## config.mk

```make
export PLATFORM = sky130hd
export DESIGN_NAME = armv5_instruction_classifier_flat
export DESIGN_NICKNAME = d
export VERILOG_FILES = /design/src/rtl/aic_pkg.sv /design/src/rtl/aic_channels.sv /design/src/rtl/aic_decode.sv /design/src/rtl/armv5_instruction_classifier.sv /design/src/flat_wrapper.sv
export VERILOG_INCLUDE_DIRS = /design/src /design/src/rtl
export SDC_FILE = /design/constraint.sdc
export NUM_CORES = 1
export LEC_CHECK = 0
export ABC_AREA = 1
export BUFFER_PORTS_ARGS = -buffer_cell sky130_fd_sc_hd__clkbuf_2
export CORE_MARGIN = 5
export CORE_UTILIZATION = 50
export CTS_CLUSTER_SIZE = 25
export DETAILED_ROUTE_END_ITERATION = 6
export GPL_ROUTABILITY_DRIVEN = 0
export GPL_TIMING_DRIVEN = 0
export PLACE_DENSITY = 0.79
export SYNTH_ARGS = -nofsm -noshare
export SYNTH_HDL_FRONTEND = slang
export SYNTH_SLANG_ARGS = --single-unit
export TNS_END_PERCENT = 30
```

## constraint.sdc

```tcl
create_clock -name clk -period 5.8 [get_ports clk]
set_clock_uncertainty 0.15 [all_clocks]
set_input_delay 1.16 -clock clk [delete_from_list [all_inputs] [get_ports clk]]
set_output_delay 1.16 -clock clk [all_outputs]
set_load 0.01 [all_outputs]
```

## src/rtl/armv5_instruction_classifier_macros.svh

```systemverilog
// Assertion macros shared by the classifier RTL.
// Each macro expands to one labeled concurrent assertion that is sampled on
// the rising clock edge and is switched off while reset is asserted.
`ifndef ARMV5_INSTRUCTION_CLASSIFIER_MACROS_SVH
`define ARMV5_INSTRUCTION_CLASSIFIER_MACROS_SVH

// The consequent must hold in the same cycle as the antecedent.
`define AIC_ASSERT_SAME(label, clk, rst_n, ante, cons) \
    label: assert property (@(posedge clk) disable iff (!rst_n) (ante) |-> (cons)) \
        else $error("classifier check failed in the same cycle");

// The consequent must hold in the cycle after the antecedent.
`define AIC_ASSERT_NEXT(label, clk, rst_n, ante, cons) \
    label: assert property (@(posedge clk) disable iff (!rst_n) (ante) |=> (cons)) \
        else $error("classifier check failed one cycle later");

`endif

```

## src/rtl/aic_pkg.sv

```systemverilog
package aic_pkg;

    // Instruction classes, numbered as the result field reports them.
    typedef enum logic [4:0] {
        CLS_UNKNOWN      = 5'd0,
        CLS_MSR_REG      = 5'd1,
        CLS_MRS          = 5'd2,
        CLS_DP_SHIFT_IMM = 5'd3,
        CLS_BX           = 5'd4,
        CLS_CLZ          = 5'd5,
        CLS_DP_SHIFT_REG = 5'd6,
        CLS_MUL          = 5'd7,
        CLS_MUL_LONG     = 5'd8,
        CLS_SWP          = 5'd9,
        CLS_LDRH_IMM     = 5'd10,
        CLS_LDRH_REG     = 5'd11,
        CLS_LDRSB_IMM    = 5'd12,
        CLS_LDRSB_REG    = 5'd13,
        CLS_LDRSH_IMM    = 5'd14,
        CLS_LDRSH_REG    = 5'd15,
        CLS_MSR_IMM      = 5'd16,
        CLS_DP_IMM       = 5'd17,
        CLS_LDR_IMM      = 5'd18,
        CLS_LDR_REG      = 5'd19,
        CLS_LDM          = 5'd20,
        CLS_B            = 5'd21,
        CLS_SWI          = 5'd22,
        CLS_MCR          = 5'd23
    } class_code_t;

    // Major instruction groups, bits 27 to 25.
    localparam logic [2:0] GRP_DP_REG    = 3'd0;
    localparam logic [2:0] GRP_DP_IMM    = 3'd1;
    localparam logic [2:0] GRP_LS_IMM    = 3'd2;
    localparam logic [2:0] GRP_LS_REG    = 3'd3;
    localparam logic [2:0] GRP_LDM       = 3'd4;
    localparam logic [2:0] GRP_BRANCH    = 3'd5;
    localparam logic [2:0] GRP_CP_LS     = 3'd6;
    localparam logic [2:0] GRP_SWI_CP    = 3'd7;

    // Extra load and store kinds, bits 6 to 5 when bits 7 and 4 are set.
    localparam logic [1:0] XLS_SWP_MUL   = 2'd0;
    localparam logic [1:0] XLS_HALF      = 2'd1;
    localparam logic [1:0] XLS_SBYTE     = 2'd2;
    localparam logic [1:0] XLS_SHALF     = 2'd3;

    // Multiply kinds, bits 24 to 23.
    localparam logic [1:0] MULK_SHORT    = 2'd0;
    localparam logic [1:0] MULK_LONG     = 2'd1;
    localparam logic [1:0] MULK_MISC     = 2'd2;

    localparam logic [3:0] COND_NEVER    = 4'hf;
    localparam logic [3:0] OPC_CLZ       = 4'hb;

    // Pattern masks and matches over the instruction word.
    localparam logic [31:0] MASK_MSR_REG   = 32'h01b0ffe0;
    localparam logic [31:0] MATCH_MSR      = 32'h0120f000;
    localparam logic [31:0] MASK_MRS       = 32'h01bf0fff;
    localparam logic [31:0] MATCH_MRS      = 32'h010f0000;
    localparam logic [31:0] MASK_BX        = 32'h01ffffc0;
    localparam logic [31:0] MATCH_BX       = 32'h012fff00;
    localparam logic [31:0] MASK_MSR_IMM   = 32'h01b0f000;
    localparam logic [31:0] MASK_STATUS    = 32'h01b00000;
    localparam logic [31:0] MATCH_STATUS   = 32'h01000000;

    // The pipeline runs two words ahead of the instruction being executed.
    localparam logic [31:0] PC_AHEAD       = 32'd8;

    // Everything the decoder gives for one instruction.
    typedef struct packed {
        class_code_t class_code;
        logic [3:0]  condition;
        logic [3:0]  dest_reg;
        logic [3:0]  first_reg;
        logic [3:0]  second_reg;
        logic [3:0]  shift_reg;
        logic [3:0]  alu_opcode;
        logic [1:0]  shift_kind;
        logic [4:0]  shift_count;
        logic [4:0]  flag_bits;
        logic [31:0] immediate;
        logic [31:0] branch_target;
    } decode_result_t;

endpackage

```

## src/rtl/aic_channels.sv

```systemverilog
// Request channel into the classifier: one instruction and its address.
interface aic_fetch_if;
    logic        valid;
    logic        ready;
    logic [31:0] instruction;
    logic [31:0] fetch_address;

    modport source (output valid, output instruction, output fetch_address, input ready);
    modport sink   (input valid, input instruction, input fetch_address, output ready);
endinterface

// Result channel out of the classifier.
interface aic_decode_if;
    logic        valid;
    logic        ready;
    logic [4:0]  class_code;
    logic [3:0]  condition;
    logic [3:0]  dest_reg;
    logic [3:0]  first_reg;
    logic [3:0]  second_reg;
    logic [3:0]  shift_reg;
    logic [3:0]  alu_opcode;
    logic [1:0]  shift_kind;
    logic [4:0]  shift_count;
    logic [4:0]  flag_bits;
    logic [31:0] immediate;
    logic [31:0] branch_target;

    modport source (
        output valid, output class_code, output condition, output dest_reg,
        output first_reg, output second_reg, output shift_reg, output alu_opcode,
        output shift_kind, output shift_count, output flag_bits, output immediate,
        output branch_target, input ready
    );
    modport sink (
        input valid, input class_code, input condition, input dest_reg,
        input first_reg, input second_reg, input shift_reg, input alu_opcode,
        input shift_kind, input shift_count, input flag_bits, input immediate,
        input branch_target, output ready
    );
endinterface

```

## src/rtl/aic_decode.sv

```systemverilog
// Combinational decode of one instruction word into class, fields,
// immediate and branch target.
module aic_decode (
    input  logic [31:0]             instruction,
    input  logic [31:0]             fetch_address,
    output aic_pkg::decode_result_t result
);

    aic_pkg::class_code_t cls;
    logic [31:0] w;
    logic [31:0] rot_base;
    logic [63:0] rot_wide;
    logic [4:0]  rot_amt;
    logic [31:0] imm;
    logic [31:0] branch_offset;

    assign w = instruction;

    always_comb
    begin
        cls = aic_pkg::CLS_UNKNOWN;
        unique case (w[27:25])
            aic_pkg::GRP_DP_REG:
            begin
                if (!w[4])
                begin
                    if ((w & aic_pkg::MASK_MSR_REG) == aic_pkg::MATCH_MSR)
                        cls = aic_pkg::CLS_MSR_REG;
                    else if ((w & aic_pkg::MASK_MRS) == aic_pkg::MATCH_MRS)
                        cls = aic_pkg::CLS_MRS;
                    else
                        cls = aic_pkg::CLS_DP_SHIFT_IMM;
                end
                else if (!w[7])
                begin
                    if (w[24:23] == aic_pkg::MULK_MISC && !w[20])
                    begin
                        if ((w & aic_pkg::MASK_BX) == aic_pkg::MATCH_BX)
                            cls = aic_pkg::CLS_BX;
                        else if (!w[6] && !w[5] && w[24:21] == aic_pkg::OPC_CLZ)
                            cls = aic_pkg::CLS_CLZ;
                    end
                    else
                    begin
                        cls = aic_pkg::CLS_DP_SHIFT_REG;
                    end
                end
                else
                begin
                    unique case (w[6:5])
                        aic_pkg::XLS_SWP_MUL:
                        begin
                            if (w[24:23] == aic_pkg::MULK_SHORT)
                            begin
                                if (!w[22])
                                    cls = aic_pkg::CLS_MUL;
                            end
                            else if (w[24:23] == aic_pkg::MULK_LONG)
                                cls = aic_pkg::CLS_MUL_LONG;
                            else if (w[24:23] == aic_pkg::MULK_MISC && !w[20] && !w[21]
                                     && w[11:8] == 4'd0)
                                cls = aic_pkg::CLS_SWP;
                        end
                        aic_pkg::XLS_HALF:
                        begin
                            if (w[22])
                                cls = aic_pkg::CLS_LDRH_IMM;
                            else if (w[11:8] == 4'd0)
                                cls = aic_pkg::CLS_LDRH_REG;
                        end
                        aic_pkg::XLS_SBYTE:
                        begin
                            if (!w[20])
                                cls = aic_pkg::CLS_UNKNOWN;
                            else if (w[22])
                                cls = aic_pkg::CLS_LDRSB_IMM;
                            else if (w[11:8] == 4'd0)
                                cls = aic_pkg::CLS_LDRSB_REG;
                        end
                        aic_pkg::XLS_SHALF:
                        begin
                            if (!w[20])
                                cls = aic_pkg::CLS_UNKNOWN;
                            else if (w[22])
                                cls = aic_pkg::CLS_LDRSH_IMM;
                            else if (w[11:8] == 4'd0)
                                cls = aic_pkg::CLS_LDRSH_REG;
                        end
                        default: cls = aic_pkg::CLS_UNKNOWN;
                    endcase
                end
            end
            aic_pkg::GRP_DP_IMM:
            begin
                if ((w & aic_pkg::MASK_MSR_IMM) == aic_pkg::MATCH_MSR)
                    cls = aic_pkg::CLS_MSR_IMM;
                else if ((w & aic_pkg::MASK_STATUS) != aic_pkg::MATCH_STATUS)
                    cls = aic_pkg::CLS_DP_IMM;
            end
            aic_pkg::GRP_LS_IMM: cls = aic_pkg::CLS_LDR_IMM;
            aic_pkg::GRP_LS_REG:
            begin
                if (!w[4])
                    cls = aic_pkg::CLS_LDR_REG;
            end
            aic_pkg::GRP_LDM:    cls = aic_pkg::CLS_LDM;
            aic_pkg::GRP_BRANCH: cls = aic_pkg::CLS_B;
            aic_pkg::GRP_CP_LS:  cls = aic_pkg::CLS_UNKNOWN;
            aic_pkg::GRP_SWI_CP:
            begin
                if (w[24])
                    cls = aic_pkg::CLS_SWI;
                else if (w[4])
                    cls = aic_pkg::CLS_MCR;
            end
            default: cls = aic_pkg::CLS_UNKNOWN;
        endcase
        // The never condition overrides every encoding.
        if (w[31:28] == aic_pkg::COND_NEVER)
            cls = aic_pkg::CLS_UNKNOWN;
    end

    // Rotate the 8-bit immediate right by twice the rotate field. A doubled
    // word shifted right gives the rotation, and a zero amount leaves it as is.
    assign rot_base = {24'd0, w[7:0]};
    assign rot_amt  = {w[11:8], 1'b0};
    assign rot_wide = {rot_base, rot_base} >> rot_amt;

    always_comb
    begin
        unique case (cls)
            aic_pkg::CLS_MSR_IMM,
            aic_pkg::CLS_DP_IMM:    imm = rot_wide[31:0];
            aic_pkg::CLS_LDR_IMM:   imm = {20'd0, w[11:0]};
            aic_pkg::CLS_LDRH_IMM,
            aic_pkg::CLS_LDRSB_IMM,
            aic_pkg::CLS_LDRSH_IMM: imm = {24'd0, w[11:8], w[3:0]};
            aic_pkg::CLS_SWI:       imm = {8'd0, w[23:0]};
            default:                imm = 32'd0;
        endcase
    end

    assign branch_offset = {{6{w[23]}}, w[23:0], 2'b00};

    always_comb
    begin
        result.class_code    = cls;
        result.condition     = w[31:28];
        result.dest_reg      = w[15:12];
        result.first_reg     = w[19:16];
        result.second_reg    = w[3:0];
        result.shift_reg     = w[11:8];
        result.alu_opcode    = w[24:21];
        result.shift_kind    = w[6:5];
        result.shift_count   = w[11:7];
        result.flag_bits     = w[24:20];
        result.immediate     = imm;
        result.branch_target = (cls == aic_pkg::CLS_B)
                             ? fetch_address + aic_pkg::PC_AHEAD + branch_offset
                             : 32'd0;
    end

endmodule

```

## src/rtl/armv5_instruction_classifier.sv

```systemverilog
// Channel   Direction  Contents
// fetch     in         instruction word and the address it was fetched from
// decode    out        class code, register/shift/flag fields, immediate, target
//
// A request is accepted into the input register, decoded into the result
// register and can be taken from there. A new request is accepted every cycle
// while the input slot is free. A stalled result holds the result register, and
// the input register still takes one more request while its own slot is free.
// Reset clears both valid flags; the payload registers are not reset.
module armv5_instruction_classifier (
    input  logic              clk,
    input  logic              rst_n,
    aic_fetch_if.sink         fetch,
    aic_decode_if.source      decode
);

`include "armv5_instruction_classifier_macros.svh"

    // Input stage. It holds one request while the decoder works on it.
    logic        in_valid_reg;
    logic [31:0] in_instr_reg;
    logic [31:0] in_addr_reg;

    // Result stage. It drives the decode channel directly, so the outputs
    // come straight from flops.
    logic                     out_valid_reg;
    aic_pkg::decode_result_t  out_result_reg;
    aic_pkg::decode_result_t  out_result_next;

    logic fetch_accept;
    logic out_free;
    logic in_free;

    // The result slot frees when it is empty or is taken this cycle. The
    // input slot frees when it is empty or moves into the result slot.
    assign out_free     = !out_valid_reg || decode.ready;
    assign in_free      = !in_valid_reg || out_free;
    assign fetch.ready  = in_free;
    assign fetch_accept = fetch.valid && in_free;

    aic_decode u_decode (
        .instruction   (in_instr_reg),
        .fetch_address (in_addr_reg),
        .result        (out_result_next)
    );

    always_ff @(posedge clk or negedge rst_n)
    begin
        if (!rst_n)
        begin
            in_valid_reg  <= 1'b0;
            out_valid_reg <= 1'b0;
        end
        else
        begin
            if (in_free)
                in_valid_reg <= fetch.valid;
            if (out_free)
                out_valid_reg <= in_valid_reg;
        end
    end

    always_ff @(posedge clk)
    begin
        if (fetch_accept)
        begin
            in_instr_reg <= fetch.instruction;
            in_addr_reg  <= fetch.fetch_address;
        end
        if (out_free && in_valid_reg)
            out_result_reg <= out_result_next;
    end

    assign decode.valid         = out_valid_reg;
    assign decode.class_code    = out_result_reg.class_code;
    assign decode.condition     = out_result_reg.condition;
    assign decode.dest_reg      = out_result_reg.dest_reg;
    assign decode.first_reg     = out_result_reg.first_reg;
    assign decode.second_reg    = out_result_reg.second_reg;
    assign decode.shift_reg     = out_result_reg.shift_reg;
    assign decode.alu_opcode    = out_result_reg.alu_opcode;
    assign decode.shift_kind    = out_result_reg.shift_kind;
    assign decode.shift_count   = out_result_reg.shift_count;
    assign decode.flag_bits     = out_result_reg.flag_bits;
    assign decode.immediate     = out_result_reg.immediate;
    assign decode.branch_target = out_result_reg.branch_target;

    // An accepted request always lands in the input stage.
    `AIC_ASSERT_NEXT(a_accept_fills_input, clk, rst_n, fetch_accept, in_valid_reg)
    // A request waiting in the input stage behind a stalled result stays there.
    `AIC_ASSERT_NEXT(a_input_held, clk, rst_n, in_valid_reg && !out_free, in_valid_reg)
    // The never condition cannot produce a known class.
    `AIC_ASSERT_SAME(a_never_unknown, clk, rst_n,
        out_valid_reg && out_result_reg.condition == aic_pkg::COND_NEVER,
        out_result_reg.class_code == aic_pkg::CLS_UNKNOWN)
    // Only branches carry a target.
    `AIC_ASSERT_SAME(a_target_only_branch, clk, rst_n,
        out_valid_reg && out_result_reg.class_code != aic_pkg::CLS_B,
        out_result_reg.branch_target == 32'd0)

endmodule

```

## src/flat_wrapper.sv

```systemverilog
// flat-port wrapper written by rule: the top's interface ports become plain ports
module armv5_instruction_classifier_flat 
  (clk, rst_n, fetch_valid, fetch_instruction, fetch_fetch_address, fetch_ready, decode_valid, decode_class_code, decode_condition, decode_dest_reg, decode_first_reg, decode_second_reg, decode_shift_reg, decode_alu_opcode, decode_shift_kind, decode_shift_count, decode_flag_bits, decode_immediate, decode_branch_target, decode_ready);
  aic_fetch_if fetch_i ();
  aic_decode_if decode_i ();
  input  logic clk;
  input  logic rst_n;
  input wire logic [$bits(fetch_i.valid)-1:0] fetch_valid;
  input wire logic [$bits(fetch_i.instruction)-1:0] fetch_instruction;
  input wire logic [$bits(fetch_i.fetch_address)-1:0] fetch_fetch_address;
  output wire logic [$bits(fetch_i.ready)-1:0] fetch_ready;
  output wire logic [$bits(decode_i.valid)-1:0] decode_valid;
  output wire logic [$bits(decode_i.class_code)-1:0] decode_class_code;
  output wire logic [$bits(decode_i.condition)-1:0] decode_condition;
  output wire logic [$bits(decode_i.dest_reg)-1:0] decode_dest_reg;
  output wire logic [$bits(decode_i.first_reg)-1:0] decode_first_reg;
  output wire logic [$bits(decode_i.second_reg)-1:0] decode_second_reg;
  output wire logic [$bits(decode_i.shift_reg)-1:0] decode_shift_reg;
  output wire logic [$bits(decode_i.alu_opcode)-1:0] decode_alu_opcode;
  output wire logic [$bits(decode_i.shift_kind)-1:0] decode_shift_kind;
  output wire logic [$bits(decode_i.shift_count)-1:0] decode_shift_count;
  output wire logic [$bits(decode_i.flag_bits)-1:0] decode_flag_bits;
  output wire logic [$bits(decode_i.immediate)-1:0] decode_immediate;
  output wire logic [$bits(decode_i.branch_target)-1:0] decode_branch_target;
  input wire logic [$bits(decode_i.ready)-1:0] decode_ready;
  assign fetch_i.valid = fetch_valid;
  assign fetch_i.instruction = fetch_instruction;
  assign fetch_i.fetch_address = fetch_fetch_address;
  assign fetch_ready = fetch_i.ready;
  assign decode_valid = decode_i.valid;
  assign decode_class_code = decode_i.class_code;
  assign decode_condition = decode_i.condition;
  assign decode_dest_reg = decode_i.dest_reg;
  assign decode_first_reg = decode_i.first_reg;
  assign decode_second_reg = decode_i.second_reg;
  assign decode_shift_reg = decode_i.shift_reg;
  assign decode_alu_opcode = decode_i.alu_opcode;
  assign decode_shift_kind = decode_i.shift_kind;
  assign decode_shift_count = decode_i.shift_count;
  assign decode_flag_bits = decode_i.flag_bits;
  assign decode_immediate = decode_i.immediate;
  assign decode_branch_target = decode_i.branch_target;
  assign decode_i.ready = decode_ready;
  armv5_instruction_classifier u_core (.clk(clk), .rst_n(rst_n), .fetch(fetch_i), .decode(decode_i));
endmodule
```

# [After elaboration in Yosys (flattened, before gate mapping)]
# Index checks and enable logic that the tools add are counted.
[totals] word_cells=95 register_bits=171
[classes] n_addsub=2 n_reduce_logical=21 eq_ne=27 mux=28 shift=1
[op_table] operator="32-bit one-hot mux with 4 select lines" count=1
[op_table] operator="5-bit two-way mux" count=11
[op_table] operator="4-bit two-way mux" count=10
[op_table] operator="5-bit one-hot mux with 8 select lines" count=1
[op_table] operator="40-bit by 5-bit >> shifter with 32-bit output" count=1
[op_table] operator="32-bit adder" count=1
[op_table] operator="32-bit by 4-bit adder with 32-bit output (second input constant)" count=1
[op_table] operator="5-bit equality test (second input constant)" count=5
[op_table] operator="20-bit equality test (second input constant)" count=1
[op_table] operator="5-bit one-hot mux with 4 select lines" count=1
[op_table] operator="19-bit equality test (second input constant)" count=1
[op_table] operator="15-bit equality test (second input constant)" count=1
[op_table] operator="5-bit by 4-bit equality test with 1-bit output (second input constant)" count=3
[op_table] operator="3-bit equality test (second input constant)" count=4
[op_table] operator="3-bit two-way mux" count=3
[op_table] operator="4-bit equality test (second input constant)" count=2
[op_table] operator="8-bit equality test (second input constant)" count=1
[op_table] operator="1-bit logical AND" count=7
[op_table] operator="2-bit equality test (second input constant)" count=3
[op_table] operator="3-bit by 2-bit equality test with 1-bit output (second input constant)" count=2
[op_table] operator="1-bit zero test" count=6
[op_table] operator="2-bit by 1-bit equality test with 1-bit output (second input constant)" count=2
[op_table] operator="2-bit zero test" count=2
[op_table] operator="4-bit zero test" count=1
[op_table] operator="7 further kinds" count=8

# [Longest topological paths before layout]
[logic_depth] word_depth=15 mapped_depth=16

# [Cells and area by module]
# A second synthesis with hierarchy kept.
[hier_totals] hier_cells=869 hier_area_um2=9127.5
[modules_own_cells] mod="armv5_instruction_classifier" seq_area_each_um2=5124.9 cells_per_inst=181 instances=1 area_each_um2=5170.0
[modules_own_cells] mod="aic_decode" seq_area_each_um2=0.0 cells_per_inst=688 instances=1 area_each_um2=3957.5

# [Worst setup path after synthesis]
# OpenSTA, ideal clock, no wires.
[synth_timing] path_kind="input port to flip-flop" startpoint="input decode_ready" endpoint="register u_core.out_result_reg (netlist bit u_core.decode.alu_opcode[3]), enable pin" path_slack_ns=-0.818 n_path_buf=0 setup_ns=0.585 path_stages=2 t_arrival_ns=5.883 t_required_ns=5.065 path_cell_list="inv_1 -> a21oi_1"
[synth_between] elab_chain_cells=2
[synth_rtl] item="start, declared" line_no="flat_wrapper.sv:25" text="input wire logic [$bits(decode_i.ready)-1:0] decode_ready;"
[synth_rtl] item="1-bit logical OR" line_no="armv5_instruction_classifier.sv:36" text="assign out_free = !out_valid_reg || decode.ready;"
[synth_rtl] item="1-bit logical AND" line_no="armv5_instruction_classifier.sv:70" text="if (out_free && in_valid_reg)"
[synth_rtl] item="end signal, assigned" line_no="armv5_instruction_classifier.sv:71" text="out_result_reg <= out_result_next;"
[synth_rtl] item="end, declared" line_no="armv5_instruction_classifier.sv:27" text="aic_pkg::decode_result_t out_result_reg;"
# Every way passes these cells.
# A chain may end at the register's enable or synchronous reset.

# [Worst setup path in the final report]
[layout_timing] startpoint="register u_core.in_instr_reg[1]" endpoint="register u_core.out_result_reg (netlist bit u_core.decode.branch_target[17]), data pin"
[layout_between] elab_chain_cells=7 word_cells_on_any_way=8
[layout_rtl] item="start, declared" line_no="armv5_instruction_classifier.sv:21" text="logic [31:0] in_instr_reg;"
[layout_rtl] item="start signal, assigned" line_no="armv5_instruction_classifier.sv:67" text="in_instr_reg <= fetch.instruction;"
[layout_rtl] item="20-bit equality test" line_no="aic_decode.sv:29" text="else if ((w & aic_pkg::MASK_MRS) == aic_pkg::MATCH_MRS)"
[layout_rtl] item="1-bit two-way mux" line_no="aic_decode.sv:29"
[layout_rtl] item="5-bit two-way mux" line_no="aic_decode.sv:27" text="if ((w & aic_pkg::MASK_MSR_REG) == aic_pkg::MATCH_MSR)"
[layout_rtl] item="5-bit two-way mux" line_no="aic_decode.sv:25" text="if (!w[4])"
[layout_rtl] item="5-bit one-hot mux with 8 select lines" line_no="aic_decode.sv:22" text="unique case (w[27:25])"
[layout_rtl] item="5-bit two-way mux" line_no="aic_decode.sv:119" text="if (w[31:28] == aic_pkg::COND_NEVER)"
[layout_rtl] item="5-bit equality test" line_no="aic_decode.sv:158" text="result.branch_target = (cls == aic_pkg::CLS_B)"
# Parallel ways exist; a longest one is shown, timed or not.

==> flow_metrics.py <==
metrics = {
    "die": {
        "core_area_um2": 17200,
        "ios": 175,
        "die_area_um2": 20300,
        "initial_core_util_pct": 50.9,
        "rows": 48,
        "die_h_um": 142,
        "die_x_um": 142,
    },
    "sta": {
        "finalSetupViolCount": 0,
        "min_period_over_period_pct": 59.2,
        "tightest_slew_ns": 0.619,
        "max-slew-margin-rel_pct": 58.7,
        "whs_ns": 0.299,
        "fmax_ghz": 0.291,
        "hold_viol": 0,
        "fin_crit_ns": 3.43,
        "slew_viol_final": 0,
        "rsz0062_at_grt": "false",
    },
    "detailed_routing": {
        "avgRoutedWirePerCell_um": 16.9,
        "drt-initial-drc-count": 875,
        "ant_nets": 0,
        "drc_errors": 0,
        "drt-vias-per-instance": 5.45,
        "drtPass1Iterations": 6,
        "routed_wl_um": 22000,
        "vias": 7065,
    },
    "cts": {
        "clk_latency_ns": 0.43,
        "ctsResizeCount": 0,
        "cts_hold_buf": 0,
        "clk_pin_slew_ns": 0.07,
        "cts_setup_buffers": 0,
        "clkSinkCount": 163,
        "root_buffer": "clkbuf_16",
        "cts_tree": "built",
        "cts_max_level": 4,
        "cts_made_buffers": 17,
        "clock_path_buffers": 2,
    },
    "status": {
        "outcome": "finished, final reports clean",
    },
    "setup_path": {
        "critPathKind": "reg2reg",
        "worst_path_max_delay_cell": "edfxtp_1",
        "max_stage_delay_ns": 0.50,
        "cp_max_fo": 6,
        "cp-end-kind": "flop",
        "cpMostUsedCell": "inv_1",
        "cp-start-kind": "flop",
        "endpoint": "u_core.decode.branch_target[17]",
        "crit_start": "u_core.in_instr_reg[1]",
        "rrSetupSlack_ns": 2.37,
        "r2r_start": "u_core.in_instr_reg[1]",
        "cp.required_ns": 5.83,
        "crit_chain": "inv_1 > ha_1 > inv_1 > ha_1 > inv_1 > fa_1 > o21ai_1 > inv_1 > o21bai_1 > a21oi_1 > o21bai_1 > nand2_1 > nor3b_1",
        "r2r_cells": 13,
        "reg2reg_to": "u_core.decode.branch_target[17]",
        "arrival_ns": 3.46,
    },
    "yosys": {
        "synth_cell_types": 50,
        "synth_nets": 988,
        "yosysMostFrequentCell": "nand2_1",
        "synth_area_leaders": "edfxtp_1 55%, ha_1 8.1%, nand2_1 7.4%, nand3_1 3.9%, nor2_1 3.6%",
        "synth-edff-count": 161,
        "syn_avg_cell_area_um2": 10.2,
        "netlist.top_cell.by_area": "edfxtp_1",
        "ys.flop_type": "edfxtp_1",
        "async_flop_share_pct": 1.23,
        "synthCells": 862,
        "synth_top_cells_by_count": "172 x nand2_1, 161 x edfxtp_1, 85 x nor2_1",
        "ys_seq_elements": 163,
        "synth.cell_area_um2": 8770,
        "ys_warn_count": 0,
        "netlist.area_leader.share_pct": 55.1,
        "ys_seq_area_share_pct": 55.7,
    },
    "layout": {
        "n_fill_cell": 1420,
        "num_antenna_cells": 0,
        "stdcell_count": 1297,
        "layout-drive-gt1-share_pct": 25.9,
        "area_delta_synth_final_pct": 21.3,
        "regArea_um2": 4880,
        "nets": 1185,
        "fin_util_pct": 61.7,
        "multiInputGateArea_um2": 3410,
    },
    "pwr": {
        "ir_drop_mv": 0.221,
        "leakagePower_nw": 4.69,
        "seqPwrFrac_pct": 44.0,
        "power_w": 0.00339,
        "p_sw_share_pct": 29.0,
        "combPwrFrac_pct": 21.0,
        "p_per_area_nw_per_um2": 319,
        "clkPwrFrac_pct": 34.9,
        "p_int_w": 0.00241,
        "p_sw_w": 0.000984,
    },
    "min_path": {
        "holdCritPathClass": "reg2reg",
        "hold_path_depth": 0,
    },
    "global_route": {
        "grt_overflow": 0,
        "grt_pass1_vias": 6698,
        "grt_antenna_before_repair": 0,
        "grtUsageTotal_pct": 21.8,
        "grt_pass1_wl_um": 34400,
        "grt_max_degree": 37,
    },
    "job": {
        "cap_violations": 0,
    },
    "placed_design": {
        "place.detailed.hpwl_um": 16700,
        "dp.cells": 1265,
        "numPortBuffers": 174,
    },
}
kinds of logic (layout without fill, tap and decap cells):
logic type / Yosys count / after routing / synth area share, %
compound gates: 132 / 132 / 8.70
xor+xnor: 9 / 9 / 0.899
fa+ha+maj: 58 / 58 / 8.36
buf+inv: 109 / 319 / 5.52
flops: 163 / 163 / 55.7
simple gates: 391 / 391 / 20.8
final cells by class:
class	instances	area share, %
Tap cell	225	2.65
Timing Repair Buffer	178	9.01
Inverter	83	2.94
Multi-Input combinational cell	590	32.1
Clock buffer	18	4.04
Clock inverter	14	1.75
Sequential cell	163	45.9
Buffer	26	1.61
how the worst min path moves through the flow:
stage                                        from                    endpoint
after floorplan           u_core.in_instr_reg[28]  u_core.decode.condition[0]
after global placement    u_core.in_instr_reg[29]  u_core.decode.condition[1]
after detailed placement  u_core.in_instr_reg[28]  u_core.decode.condition[0]
after CTS                 u_core.in_instr_reg[29]  u_core.decode.condition[1]
after global routing      u_core.in_instr_reg[29]  u_core.decode.condition[1]
final                     u_core.in_instr_reg[29]  u_core.decode.condition[1]
cells in the final DEF (no fill, tap or decap), types with 4 or more instances in the layout:
master and instances:
clkinv_1 4, nand3_1 68, xor2_1 4, o22ai_1 9, clkinv_2 5, o21ai_1 11, nor2_2 5, or2_2 10
o21ai_0 35, clkbuf_1 8, nor3b_2 6, nor2_1 85, inv_1 72, buf_6 5, clkbuf_2 174, nand2_2 5
edfxtp_1 161, bufinv_16 4, buf_2 5, a31oi_1 4, nor2_4 4, a21oi_1 46, nand4_1 9, clkbuf_16 17
nor3_1 10, a21o_1 5, buf_4 8, ha_1 57, xnor2_1 5, inv_2 7, o21bai_1 6, nand2_1 172
routing by layer:
metal | vias up | track usage, % | part of all wire (%)
met3 | 58 | 6.75 | 11
met4 | 0 | 7.65 | 2.5
met5 | - | 0 | 0
met2 | 397 | 33.8 | 45
li1 | 3397 | - | -
met1 | 3213 | 29.3 | 41
stage by stage:
stage	area [um2]	setup TNS, ns	worst slack, ns
floorplan	8770	0	1.17
global placement	9920	-0.672	-0.0147
detailed placement	10000	0	2.46
CTS	10600	0	2.42
global route	10600	0	2.15
finish	10600	0	2.37
power by group through the flow:
stage,combinational [W],clock [W],sequential [W]
5_1_grt,0.000794,0.00125,0.00150
4_1_cts,0.000713,0.00120,0.00150
3_3_place_gp,0.000674,0,0.00153
2_1_floorplan,0.000431,0,0.00155
6_report,0.000714,0.00119,0.00149
3_5_place_dp,0.000705,0,0.00152
critical path: cells and delay by family, from the launching register on:
| kind | cells | cell delay (ns) |
|---|---|---|
| AO/OA/AOI/OAI | 4 | 0.98 |
| adder cells (fa/ha/maj) | 3 | 0.91 |
| flip-flops | 1 | 0.50 |
| buffers and inverters | 4 | 0.42 |
| AND/OR/NAND/NOR | 2 | 0.21 |
Note: power is estimated with default switching activity, not from simulation.
